`config.mk`:
```
export PLATFORM = sky130hd
export DESIGN_NAME = sbus_frame_decoder_core
export DESIGN_NICKNAME = d
export VERILOG_FILES = /design/src/rtl/sfd_pkg.sv /design/src/rtl/sfd_front.sv /design/src/rtl/sfd_token_fifo.sv /design/src/rtl/sfd_back.sv /design/src/rtl/sbus_frame_decoder_core.sv
export VERILOG_INCLUDE_DIRS = /design/src /design/src/rtl
export SDC_FILE = /design/constraint.sdc
export NUM_CORES = 1
export LEC_CHECK = 0
export BUFFER_PORTS_ARGS = -buffer_cell sky130_fd_sc_hd__buf_2
export CORE_MARGIN = 2
export CORE_UTILIZATION = 50
export CTS_CLUSTER_SIZE = 16
export DETAILED_ROUTE_END_ITERATION = 10
export PLACE_DENSITY = 0.75
export SETUP_SLACK_MARGIN = 0.02
export SYNTH_ARGS = -nofsm -noshare
export SYNTH_HDL_FRONTEND = slang
export SYNTH_SLANG_ARGS = --single-unit
```
`constraint.sdc`:
```
create_clock -name clk -period 5.7 [get_ports clk]
set_clock_uncertainty 0.2 [all_clocks]
set_input_delay 1.425 -clock clk [delete_from_list [all_inputs] [get_ports clk]]
set_output_delay 1.425 -clock clk [all_outputs]
set_load 0.005 [all_outputs]
```
`src/rtl/sbus_frame_decoder_core_assert.svh`:
```
// ----------------------------------------------------------------------------
// sbus frame decoder assertion macros
// Concurrent assertion helpers shared by the decoder modules.
// ----------------------------------------------------------------------------
`ifndef SBUS_FRAME_DECODER_CORE_ASSERT_SVH
`define SBUS_FRAME_DECODER_CORE_ASSERT_SVH

`ifndef SYNTH

// implication or plain property, checked out of reset
`define SFD_ASSERT(lbl, clk, rst_n, prop, msg) \
	lbl: assert property (@(posedge clk) disable iff (!(rst_n)) (prop)) \
		else $error(msg);

// condition that must never be seen out of reset
`define SFD_NEVER(lbl, clk, rst_n, cond, msg) \
	lbl: assert property (@(posedge clk) disable iff (!(rst_n)) !(cond)) \
		else $error(msg);

`else

`define SFD_ASSERT(lbl, clk, rst_n, prop, msg)
`define SFD_NEVER(lbl, clk, rst_n, cond, msg)

`endif

`endif

```
`src/rtl/sfd_pkg.sv`:
```
// ----------------------------------------------------------------------------
// sbus frame decoder package
// Word types, frame constants and the front/back link types.
// ----------------------------------------------------------------------------
package sfd_pkg;

	localparam int CHAN_W      = 11;
	localparam int CHAN_IDX_W  = 4;
	localparam int BANK_W      = 1;
	localparam int MEM_ADDR_W  = BANK_W + CHAN_IDX_W;
	localparam int NUM_BANKS   = 2;
	localparam int TOKEN_DEPTH = NUM_BANKS;

	localparam logic [7:0] HEADER_BYTE = 8'h0F;
	localparam logic [7:0] FOOTER_BYTE = 8'h00;

	localparam logic [4:0] LAST_DATA_POS = 5'd22;
	localparam logic [4:0] FLAG_POS      = 5'd23;
	localparam logic [4:0] FINAL_POS     = 5'd24;

	localparam logic [CHAN_IDX_W-1:0] LAST_CHANNEL = 4'd15;

	typedef struct packed {
		logic [7:0] rx_byte;
		logic       frame_start;
	} in_word_t;

	typedef struct packed {
		logic [CHAN_IDX_W-1:0] channel_index;
		logic [CHAN_W-1:0]     channel_value;
		logic                  last;
	} out_word_t;

	typedef enum logic [2:0] {
		KIND_IDLE,
		KIND_START,
		KIND_DATA,
		KIND_FLAG,
		KIND_FINAL
	} byte_kind_t;

	typedef enum logic {
		SEQ_IDLE,
		SEQ_RUN
	} seq_state_t;

	typedef struct packed {
		logic                  en;
		logic [MEM_ADDR_W-1:0] addr;
		logic [CHAN_W-1:0]     data;
	} mem_wr_t;

	typedef struct packed {
		logic              valid;
		logic [BANK_W-1:0] bank;
	} bank_done_t;

endpackage

```
`src/rtl/sfd_front.sv`:
```
// ----------------------------------------------------------------------------
// sbus frame decoder front end
// Classifies frame bytes, unpacks the 11-bit channel stream into the
// channel store bank in use and hands finished good frames to the back end.
// ----------------------------------------------------------------------------
module sfd_front
	import sfd_pkg::*;
(
	input  logic                   clk,
	input  logic                   arst_n,
	input  logic                   push,
	output logic                   full,
	input  in_word_t               rx,
	output mem_wr_t                mem_wr,
	output logic                   tok_push,
	output logic [BANK_W-1:0]      tok_bank,
	input  logic                   tok_full,
	input  bank_done_t             done
);

	`include "sbus_frame_decoder_core_assert.svh"

	logic [4:0]            pos_q, pos_d;
	logic                  hdr_ok_q, hdr_ok_d;
	logic [9:0]            buf_q, buf_d;
	logic [3:0]            held_q, held_d;
	logic [CHAN_IDX_W-1:0] ch_q, ch_d;
	logic [BANK_W-1:0]     wr_bank_q;
	logic [NUM_BANKS-1:0]  busy_q, busy_d;

	logic                  accept;
	byte_kind_t            kind;
	logic [17:0]           merged;
	logic [4:0]            held_sum;
	logic [4:0]            held_left;
	logic                  spill;
	logic                  good_end;

	assign full   = busy_q[wr_bank_q] | tok_full;
	assign accept = push & ~full;

	always_comb begin
		if (rx.frame_start) begin
			kind = KIND_START;
		end else begin
			case (pos_q) inside
				5'd0:                   kind = KIND_IDLE;
				[5'd1:LAST_DATA_POS]:   kind = KIND_DATA;
				FLAG_POS:               kind = KIND_FLAG;
				FINAL_POS:              kind = KIND_FINAL;
				default:                kind = KIND_IDLE;
			endcase
		end
	end

	// bit stream unpacker, lsb first
	assign merged    = {8'b0, buf_q} | ({10'b0, rx.rx_byte} << held_q);
	assign held_sum  = {1'b0, held_q} + 5'd8;
	assign held_left = held_sum - 5'd11;
	assign spill     = held_sum >= 5'd11;

	assign good_end = accept && (kind == KIND_FINAL) && hdr_ok_q
		&& (rx.rx_byte == FOOTER_BYTE);

	always_comb begin
		pos_d         = pos_q;
		hdr_ok_d      = hdr_ok_q;
		buf_d         = buf_q;
		held_d        = held_q;
		ch_d          = ch_q;
		mem_wr.en     = 1'b0;
		mem_wr.addr   = {wr_bank_q, ch_q};
		mem_wr.data   = merged[CHAN_W-1:0];
		if (accept) begin
			case (kind)
				KIND_START: begin
					hdr_ok_d = (rx.rx_byte == HEADER_BYTE);
					pos_d    = 5'd1;
					buf_d    = '0;
					held_d   = '0;
					ch_d     = '0;
				end
				KIND_DATA: begin
					pos_d = pos_q + 5'd1;
					if (spill) begin
						mem_wr.en = 1'b1;
						buf_d     = {3'b0, merged[17:11]};
						held_d    = held_left[3:0];
						ch_d      = ch_q + 4'd1;
					end else begin
						buf_d  = merged[9:0];
						held_d = held_sum[3:0];
					end
				end
				KIND_FLAG: begin
					pos_d = pos_q + 5'd1;
				end
				KIND_FINAL: begin
					pos_d = 5'd0;
				end
				default: begin
				end
			endcase
		end
	end

	assign tok_push = good_end;
	assign tok_bank = wr_bank_q;

	always_comb begin
		busy_d = busy_q;
		if (done.valid) begin
			busy_d[done.bank] = 1'b0;
		end
		if (good_end) begin
			busy_d[wr_bank_q] = 1'b1;
		end
	end

	always_ff @(posedge clk or negedge arst_n) begin
		if (!arst_n) begin
			pos_q     <= '0;
			hdr_ok_q  <= 1'b0;
			buf_q     <= '0;
			held_q    <= '0;
			ch_q      <= '0;
			wr_bank_q <= '0;
			busy_q    <= '0;
		end else begin
			pos_q    <= pos_d;
			hdr_ok_q <= hdr_ok_d;
			buf_q    <= buf_d;
			held_q   <= held_d;
			ch_q     <= ch_d;
			busy_q   <= busy_d;
			if (good_end) begin
				wr_bank_q <= wr_bank_q + 1'b1;
			end
		end
	end

	`SFD_ASSERT(a_wr_free_bank, clk, arst_n, mem_wr.en |-> !busy_q[mem_wr.addr[MEM_ADDR_W-1]], "store write into a bank awaiting readout")
	`SFD_NEVER(a_tok_overflow, clk, arst_n, tok_push && tok_full, "frame token pushed into a full queue")

endmodule

```
`src/rtl/sfd_token_fifo.sv`:
```
// ----------------------------------------------------------------------------
// sbus frame decoder token queue
// Short queue of finished frame banks between front end and back end.
// ----------------------------------------------------------------------------
module sfd_token_fifo
	import sfd_pkg::*;
(
	input  logic              clk,
	input  logic              arst_n,
	input  logic              wr_en,
	input  logic [BANK_W-1:0] wr_bank,
	output logic              tok_full,
	input  logic              rd_en,
	output logic [BANK_W-1:0] rd_bank,
	output logic              tok_empty
);

	`include "sbus_frame_decoder_core_assert.svh"

	localparam int PTR_W = (TOKEN_DEPTH > 1) ? $clog2(TOKEN_DEPTH) : 1;
	localparam int CNT_W = $clog2(TOKEN_DEPTH + 1);
	localparam logic [PTR_W-1:0] PTR_LAST = PTR_W'(TOKEN_DEPTH - 1);
	localparam logic [CNT_W-1:0] CNT_FULL = CNT_W'(TOKEN_DEPTH);

	logic [BANK_W-1:0] slot_q [TOKEN_DEPTH];
	logic [PTR_W-1:0]  wr_ptr_q;
	logic [PTR_W-1:0]  rd_ptr_q;
	logic [CNT_W-1:0]  cnt_q;

	logic              do_wr;
	logic              do_rd;

	assign tok_full  = (cnt_q == CNT_FULL);
	assign tok_empty = (cnt_q == '0);
	assign rd_bank   = slot_q[rd_ptr_q];
	assign do_wr     = wr_en & ~tok_full;
	assign do_rd     = rd_en & ~tok_empty;

	always_ff @(posedge clk) begin
		if (do_wr) begin
			slot_q[wr_ptr_q] <= wr_bank;
		end
	end

	always_ff @(posedge clk or negedge arst_n) begin
		if (!arst_n) begin
			wr_ptr_q <= '0;
			rd_ptr_q <= '0;
			cnt_q    <= '0;
		end else begin
			if (do_wr) begin
				wr_ptr_q <= (wr_ptr_q == PTR_LAST) ? '0 : wr_ptr_q + 1'b1;
			end
			if (do_rd) begin
				rd_ptr_q <= (rd_ptr_q == PTR_LAST) ? '0 : rd_ptr_q + 1'b1;
			end
			case ({do_wr, do_rd})
				2'b10:   cnt_q <= cnt_q + 1'b1;
				2'b01:   cnt_q <= cnt_q - 1'b1;
				default: cnt_q <= cnt_q;
			endcase
		end
	end

	`SFD_NEVER(a_tok_underflow, clk, arst_n, rd_en && tok_empty, "token read from an empty queue")

endmodule

```
`src/rtl/sfd_back.sv`:
```
// ----------------------------------------------------------------------------
// sbus frame decoder back end
// Holds the two-bank channel store and reads a finished frame out as
// sixteen channel words through a registered result stage.
// ----------------------------------------------------------------------------
module sfd_back
	import sfd_pkg::*;
(
	input  logic              clk,
	input  logic              arst_n,
	input  mem_wr_t           mem_wr,
	output logic              tok_pop,
	input  logic [BANK_W-1:0] tok_bank,
	input  logic              tok_empty,
	output logic              empty,
	input  logic              pop,
	output out_word_t         result,
	output bank_done_t        done
);

	`include "sbus_frame_decoder_core_assert.svh"

	localparam int MEM_DEPTH = 1 << MEM_ADDR_W;

	logic [CHAN_W-1:0]     mem_q [MEM_DEPTH];

	seq_state_t            state_q, state_d;
	logic [BANK_W-1:0]     bank_q;
	logic [CHAN_IDX_W-1:0] ch_q;

	logic                  valid_s1;
	logic [CHAN_IDX_W-1:0] idx_s1;
	logic [BANK_W-1:0]     bank_s1;
	logic [CHAN_W-1:0]     rd_data_s1;

	logic                  out_valid_q;
	out_word_t             out_q;
	logic [BANK_W-1:0]     out_bank_q;

	logic                  issue;
	logic                  out_ready;
	logic                  move_s1;

	assign out_ready = ~out_valid_q | pop;
	assign move_s1   = valid_s1 & out_ready;

	always_comb begin
		state_d = state_q;
		case (state_q)
			SEQ_IDLE: begin
				if (!tok_empty) begin
					state_d = SEQ_RUN;
				end
			end
			SEQ_RUN: begin
				if (issue && (ch_q == LAST_CHANNEL)) begin
					state_d = SEQ_IDLE;
				end
			end
			default: state_d = SEQ_IDLE;
		endcase
	end

	always_comb begin
		tok_pop = 1'b0;
		issue   = 1'b0;
		case (state_q)
			SEQ_IDLE: tok_pop = ~tok_empty;
			SEQ_RUN:  issue   = ~valid_s1 | move_s1;
			default: begin
			end
		endcase
	end

	always_ff @(posedge clk) begin
		if (mem_wr.en) begin
			mem_q[mem_wr.addr] <= mem_wr.data;
		end
	end

	always_ff @(posedge clk) begin
		if (issue) begin
			rd_data_s1 <= mem_q[{bank_q, ch_q}];
			idx_s1     <= ch_q;
			bank_s1    <= bank_q;
		end
		if (move_s1) begin
			out_q.channel_index <= idx_s1;
			out_q.channel_value <= rd_data_s1;
			out_q.last          <= (idx_s1 == LAST_CHANNEL);
			out_bank_q          <= bank_s1;
		end
	end

	always_ff @(posedge clk or negedge arst_n) begin
		if (!arst_n) begin
			state_q     <= SEQ_IDLE;
			bank_q      <= '0;
			ch_q        <= '0;
			valid_s1    <= 1'b0;
			out_valid_q <= 1'b0;
		end else begin
			state_q <= state_d;
			if (tok_pop) begin
				bank_q <= tok_bank;
				ch_q   <= '0;
			end else if (issue) begin
				ch_q <= ch_q + 1'b1;
			end
			if (issue) begin
				valid_s1 <= 1'b1;
			end else if (move_s1) begin
				valid_s1 <= 1'b0;
			end
			if (move_s1) begin
				out_valid_q <= 1'b1;
			end else if (pop) begin
				out_valid_q <= 1'b0;
			end
		end
	end

	assign empty      = ~out_valid_q;
	assign result     = out_q;
	assign done.valid = out_valid_q & pop & out_q.last;
	assign done.bank  = out_bank_q;

	`SFD_ASSERT(a_issue_in_run, clk, arst_n, issue |-> (state_q == SEQ_RUN), "store read issued outside a readout")
	`SFD_ASSERT(a_s1_hold, clk, arst_n, (valid_s1 && !out_ready) |=> (valid_s1 && $stable(rd_data_s1)), "stalled read data lost")
	`SFD_ASSERT(a_done_bank, clk, arst_n, done.valid |-> (out_q.channel_index == LAST_CHANNEL), "bank released before its last channel")

endmodule

```
`src/rtl/sbus_frame_decoder_core.sv`:
```
// ----------------------------------------------------------------------------
// sbus frame decoder core
// Decodes 25-byte radio-control serial frames into sixteen 11-bit channels.
//
// channel   direction  handshake           word
// rx        in         push / full         rx_byte, frame_start
// result    out        pop / empty         channel_index, channel_value, last
//
// the front end takes one byte per cycle while full is low; a good frame's
// sixteen channels follow its footer, one per cycle while pop stays high
// full rises only while both store banks hold frames not yet read out
// reset clears all control state at once; the store needs no clearing pass
// ----------------------------------------------------------------------------
module sbus_frame_decoder_core
	import sfd_pkg::*;
(
	input  logic      clk,
	input  logic      arst_n,
	input  logic      push,
	output logic      full,
	input  in_word_t  rx,
	output logic      empty,
	input  logic      pop,
	output out_word_t result
);

	mem_wr_t           mem_wr;
	logic              tok_push;
	logic [BANK_W-1:0] tok_wr_bank;
	logic              tok_full;
	logic              tok_pop;
	logic [BANK_W-1:0] tok_rd_bank;
	logic              tok_empty;
	bank_done_t        done;

	sfd_front u_front (
		.clk      (clk),
		.arst_n   (arst_n),
		.push     (push),
		.full     (full),
		.rx       (rx),
		.mem_wr   (mem_wr),
		.tok_push (tok_push),
		.tok_bank (tok_wr_bank),
		.tok_full (tok_full),
		.done     (done)
	);

	sfd_token_fifo u_tok (
		.clk       (clk),
		.arst_n    (arst_n),
		.wr_en     (tok_push),
		.wr_bank   (tok_wr_bank),
		.tok_full  (tok_full),
		.rd_en     (tok_pop),
		.rd_bank   (tok_rd_bank),
		.tok_empty (tok_empty)
	);

	sfd_back u_back (
		.clk       (clk),
		.arst_n    (arst_n),
		.mem_wr    (mem_wr),
		.tok_pop   (tok_pop),
		.tok_bank  (tok_rd_bank),
		.tok_empty (tok_empty),
		.empty     (empty),
		.pop       (pop),
		.result    (result),
		.done      (done)
	);

endmodule

```
After elaboration in Yosys (flattened, before gate mapping)
Memory sizes are Yosys's and may differ from the RTL's. A register that Yosys moved wholly into a read port is not among the register bits.
Cells that the tools add are included.
{"block": "word_totals", "register_bits": 60, "ramBits": 354, "in_bits": 13, "out_inout_bits": 18, "elab_cells": 135, "n_memories": 2}
{"block": "op_classes", "add_sub_neg": 10, "magnitude_cmp": 7, "n_eq_ne": 13, "shift": 1, "n_mux": 41, "bitwise": 19, "reduce_logical": 22}
{"name": "u_back.mem_q", "words": 32, "width": 11, "read_ports": 1, "rd_ports_with_merged_regs": 1, "wr": 1, "line": "sfd_back.sv:25", "source": "logic [CHAN_W-1:0] mem_q [MEM_DEPTH];"}
{"name": "u_tok.slot_q", "words": 2, "width": 1, "read_ports": 1, "rd_ports_with_merged_regs": 1, "wr": 1, "line": "sfd_token_fifo.sv:25", "source": "logic [BANK_W-1:0] slot_q [TOKEN_DEPTH];"}
{"operator": "1-bit 2-to-1 mux", "count": 21}
{"operator": "10-bit one-hot mux with 2 select lines", "count": 1}
{"operator": "10-bit by 18-bit OR with 18-bit output", "count": 1}
{"operator": "8-bit by 4-bit left shift with 18-bit output", "count": 1}
{"operator": "4-bit 2-to-1 mux", "count": 4}
{"operator": "4-bit one-hot mux with 2 select lines", "count": 2}
{"operator": "3-bit 2-to-1 mux", "count": 5}
{"operator": "5-bit one-hot mux with 3 select lines", "count": 1}
{"operator": "5-bit == test, second input constant", "count": 2}
{"operator": "10-bit 2-to-1 mux", "count": 1}
{"operator": "2-bit nonzero test", "count": 5}
{"operator": "4-bit by 1-bit adder with 4-bit output, second input constant", "count": 2}
{"operator": "4-bit == test, second input constant", "count": 2}
{"operator": "8-bit by 4-bit == test with 1-bit output, second input constant", "count": 1}
{"operator": "8-bit logical NOT", "count": 1}
{"operator": "1-bit logical AND", "count": 7}
{"operator": "1-bit AND", "count": 6}
{"operator": "3-bit by 2-bit == test with 1-bit output, second input constant", "count": 2}
{"operator": "1-bit NOT", "count": 6}
{"operator": "2-bit AND reduction", "count": 3}
{"operator": "4-bit by 4-bit adder with 5-bit output, second input constant", "count": 1}
{"operator": "5-bit by 1-bit adder with 5-bit output, second input constant", "count": 1}
{"operator": "5-bit by 1-bit >= comparator with 1-bit output, second input constant", "count": 1}
{"operator": "5-bit by 4-bit >= comparator with 1-bit output, second input constant", "count": 1}
{"operator": "other kinds (26)", "count": 35}

Logic depth before layout (Yosys ltp)
{"block": "depth", "word_depth": 13, "depth_mapped": 10}

Modules after synthesis
From an unflattened synthesis, not the netlist that was laid out.
{"block": "hier_totals", "hier_cells": 1127, "area_unflattened_um2": 17951.0}
{"mod": "sfd_back", "instances": 1, "cells_per_inst": 857, "area_each_um2": 15382.3}
{"mod": "sfd_front", "instances": 1, "cells_per_inst": 249, "area_each_um2": 2301.0}
{"mod": "sfd_token_fifo", "instances": 1, "cells_per_inst": 21, "area_each_um2": 267.8}

Worst setup path after synthesis
No wires, ideal clock.
{"block": "synth_path", "kind": "input port to flip-flop", "start": "input rx[1] in the netlist's numbering", "end": "memory u_back.mem_q[0][2] (data pin)", "arrival_time_ns": 3.172, "required_ns": 5.033, "setup_slack_ns": 1.861, "cell_stages": 3, "cell_sequence": "mux2i_1 mux2_2 o31ai_1"}
{"item": "start: declaration", "line": "sbus_frame_decoder_core.sv:21", "source": "input in_word_t rx,"}
{"item": "end: declaration", "line": "sfd_back.sv:25"}

Worst setup path in the final report
{"block": "layout_path", "start": "input rx[0] in the netlist's numbering", "end": "memory u_back.mem_q[27][7] (enable)"}
{"block": "layout_via", "elab_chain_len": 6}
{"item": "3-bit 2-to-1 mux", "line": "sfd_front.sv:43", "source": "if (rx.frame_start) begin"}
{"item": "3-bit by 2-bit == test with 1-bit output", "line": "sfd_front.sv:75", "source": "case (kind)"}
{"item": "1-bit 2-to-1 mux", "line": "sfd_front.sv:75"}
{"item": "1-bit 2-to-1 mux", "line": "sfd_front.sv:74", "source": "if (accept) begin"}
{"item": "1-bit 2-to-1 mux", "line": "sfd_back.sv:76", "source": "if (mem_wr.en) begin"}
{"item": "1-bit 2-to-1 mux (not written as such)", "line": "sfd_back.sv:77", "source": "mem_q[mem_wr.addr] <= mem_wr.data;"}
No other way between the ends.

==> key figures <==
Clock network
  – Cts bufs inserted: 43
  – CTS tree: done
  – Clock Root Buffer: clkbuf_16
  – Post-CTS Setup Bufs: 0
  – CTS Sinks: 426
  – CTS resizes: 0
  – Clock-pin slew on the worst setup and hold paths: 60 ps
  – Hold_buf cts: 0
  – Htree depth: 2
  – Clk Latency, worst-skew pair: 550 ps
  – Clock Path Buffers: 3

Synth
  – Ys flop type: edfxtp_1
  – Cell count after synthesis: 1040
  – Most frequent cells after synthesis: edfxtp_1, mux2i_1, nor2_1, mux4_2, nand2_1
  – Yosys top cell by area: edfxtp_1
  – Most common cell in the netlist: edfxtp_1
  – Post-synth top area share: 0.660
  – Sequential area share after synthesis: 0.716
  – Yosys warnings: 0
  – Mapped cell area: 17600 µm²
  – Top post-synthesis cells by area: edfxtp_1, mux2i_1, mux4_2, dfrtp_1, nor2_1
  – Synth unique cells: 64
  – Async set or reset register ratio after synthesis: 0.0915
  – EDFF count, synth: 387
  – Post-Syn Nets: 1064
  – Syn avg cell area: 16.9 µm²
  – Flops & latches, synth: 426

Critical path
  – CP Data Arrival Time: 4130 ps
  – Startpoint Class: input pin
  – Slowest CP cell: nor2_1
  – Worst reg2reg path startpoint: u_front.pos_q[0]
  – Worst EP required: 5650 ps
  – Stages on worst setup path: 6
  – Worst Setup SP: rx[0]
  – Crit path top cell by count: nand4_1
  – Top delay family on crit path: simple AND/OR/NAND/NOR gates
  – CP peak stage delay: 1050 ps
  – Crit path buffers/inverters: 2
  – CP max FO: 11
  – Crit-path cells: buf_2, inv_1, nand4_1, nor2_2, nand4_1, nor2_1
  – Kind of critical path: in -> reg
  – Setup crit end kind: flop
  – Worst r2r path cells: 7

Floorplanning
  – Initial Utilization: 0.508
  – Io pins: 31
  – Die ar.: 36700 µm²
  – Core area: 34600 µm²
  – Die H: 192 µm
  – Chip width: 192 µm
  – FP Rows: 68

STA
  – Unrepaired setup endpoints after global routing: no
  – Slew margin rel.: 0.216
  – Max Transition Viols Final: 0
  – Final Setup Violations: 0
  – Tmin final: 4170 ps
  – Setup TNS: 0 ps
  – Hold Fails Final Rpt: 0
  – Final Cycle Share: 0.732
  – Max Fclk: 240 MHz
  – Slew at the pin closest to its max-slew limit: 1180 ps

Final layout
  – Area delta synth->final: 12.1%
  – Final nets: 1106
  – Antenna diodes: 0
  – Layout cell share with drive strength beyond 1: 0.169
  – FILL cells: 2564
  – Fin area: 19700 µm²

Placed design
  – Buffers on Ports: 30
  – Hpwl dp: 23.7 mm
  – Placer's final routability congestion estimate: 0.919
  – Placed Area: 18300 µm²

Routing
  – Vias: 9503
  – Via/cell ratio: 6.06
  – Antenna Nets Post-Route: 0
  – Initial drt markers: 1051
  – DRT Wirelength: 38.2 mm
  – First-pass iteration count of the detailed router: 6
  – Drc violations: 0
  – WL per Instance: 24.4 µm

Outcome
  – Status: completed

Global routing
  – GRT overflow: 0
  – Initial antenna violation count: 0
  – Vias in the first global route: 9414
  – Largest net degree at the start of global routing: 52
  – Total GRT Usage: 0.213
  – First-pass GRT wire length: 57.5 mm

Min path
  – Hold Startpoint: u_back.rd_data_s1[3]
  – Worst hold path depth: 0
  – Min-delay worst type: reg -> reg

Power
  – P_leak: 6.32 nW
  – P per Cell Area: 444 nW/µm²
  – Worst vdd ir: 283 µV

Job
  – Max cap viols: 0
==> final timing paths <==
| kind | end | slack [ps] |
|---|---|---|
| max | u_back.mem_q[27][7] | 1530 |
| min | u_back.result[4] | 220 |
| max reg2reg | u_back.mem_q[27][7] | 1740 |
| min reg2reg | u_back.result[4] | 220 |
| max in group asynchronous | u_back.ch_q[1] | 3840 |
| min in group asynchronous | u_tok.wr_ptr_q | 810 |
==> routing by layer <==
metal	global-route usage	routed length, µm
met1	0.301	15900
met2	0.335	18000
met3	0.0356	2920
met4	0.0790	1360
met5	0	0
==> sequential cells by signal, indices dropped and copies added (netlist names) <==
register	count
u_front.busy_q	2
u_front.hdr_ok_q	1
u_back.mem_q	352
u_back.state_q	1
u_back.out_valid_q	1
u_tok.cnt_q	2
u_tok.rd_ptr_q	1
u_front.tok_bank	1
u_front.ch_q	4
u_tok.slot_q	2
u_back.valid_s1	1
u_front.buf_q	10
u_tok.wr_ptr_q	1
u_back.ch_q	4
u_back.bank_q	1
u_front.held_q	4
u_back.bank_s1	1
u_back.result	16
u_front.pos_q	5
u_back.out_bank_q	1
u_back.rd_data_s1	11
u_back.idx_s1	4
==> layout by cell type (no fill, tap or decap), types with 4 or more instances in the layout <==
master / synthesis / routed
nand3_1: 20 / 20
mux2i_1: 121 / 121
and2_1: 6 / 6
buf_4: 1 / 21
a31oi_1: 17 / 17
bufinv_16: 0 / 6
or3_1: 5 / 5
nand2b_1: 9 / 9
mux4_2: 49 / 49
nor4_1: 5 / 5
buf_2: 28 / 30
o21a_1: 4 / 4
and3_1: 4 / 4
clkbuf_1: 23 / 5
a21oi_1: 17 / 17
nor3b_1: 4 / 4
clkinv_1: 0 / 9
a21o_1: 5 / 5
nor3_1: 21 / 21
nor2_1: 65 / 65
nand4_1: 5 / 5
dfrtp_1: 39 / 37
mux2_2: 6 / 6
a22oi_1: 13 / 13
clkbuf_16: 0 / 44
a22o_1: 23 / 23
nor2b_1: 7 / 6
xnor2_1: 5 / 5
o21ai_0: 15 / 15
nand3b_1: 4 / 4
nand2_1: 42 / 42
edfxtp_1: 387 / 387
inv_1: 16 / 16
xor2_1: 4 / 4
o221ai_1: 12 / 12
ha_1: 11 / 11
clkinv_2: 0 / 5
==> cell type report <==
class                   instances  area, µm²  area share
flip-flops and latches        426      12600       0.639
multi-input cells             543       4750       0.241
clock buffers                  49       1120      0.0568
well taps                     455        569      0.0289
repair buffers                 52        328      0.0166
clock inverters                26        297      0.0150
inverters                      16       60.1     0.00304
==> power breakdown <==
part	switching, mW	internal [mW]	total [mW]	leakage [nW]
clock	1.13	1.68	2.81	0.687
combinational	1.24	0.427	1.67	1.63
sequential	0.153	4.13	4.28	4.01
total	2.52	6.24	8.76	6.32
==> cells by family after synthesis <==
logic type,Yosys count,share of synthesized area
flops,426,0.716
xor+xnor,9,0.00448
buf+inv,71,0.0173
compound gates,132,0.0550
mux,177,0.137
simple gates,214,0.0629
fa+ha+maj,11,0.00782
==> stage by stage <==
stage / hold WS [ps] / setup slack, ps / util / total power [mW] / cells
3_3_place_gp: 205 / 1310 / 0.529 / 5.94 / 1492
3_5_place_dp: 205 / 1100 / 0.529 / 5.99 / 1492
4_1_cts: 218 / 1660 / 0.570 / 8.79 / 1567
5_1_grt: 229 / 1430 / 0.570 / 9.06 / 1567
2_1_floorplan: 200 / 1860 / - / 5.22 / 1040
6_report: 218 / 1530 / 0.570 / 8.76 / 1567
Power figures use the tool's default switching activity.
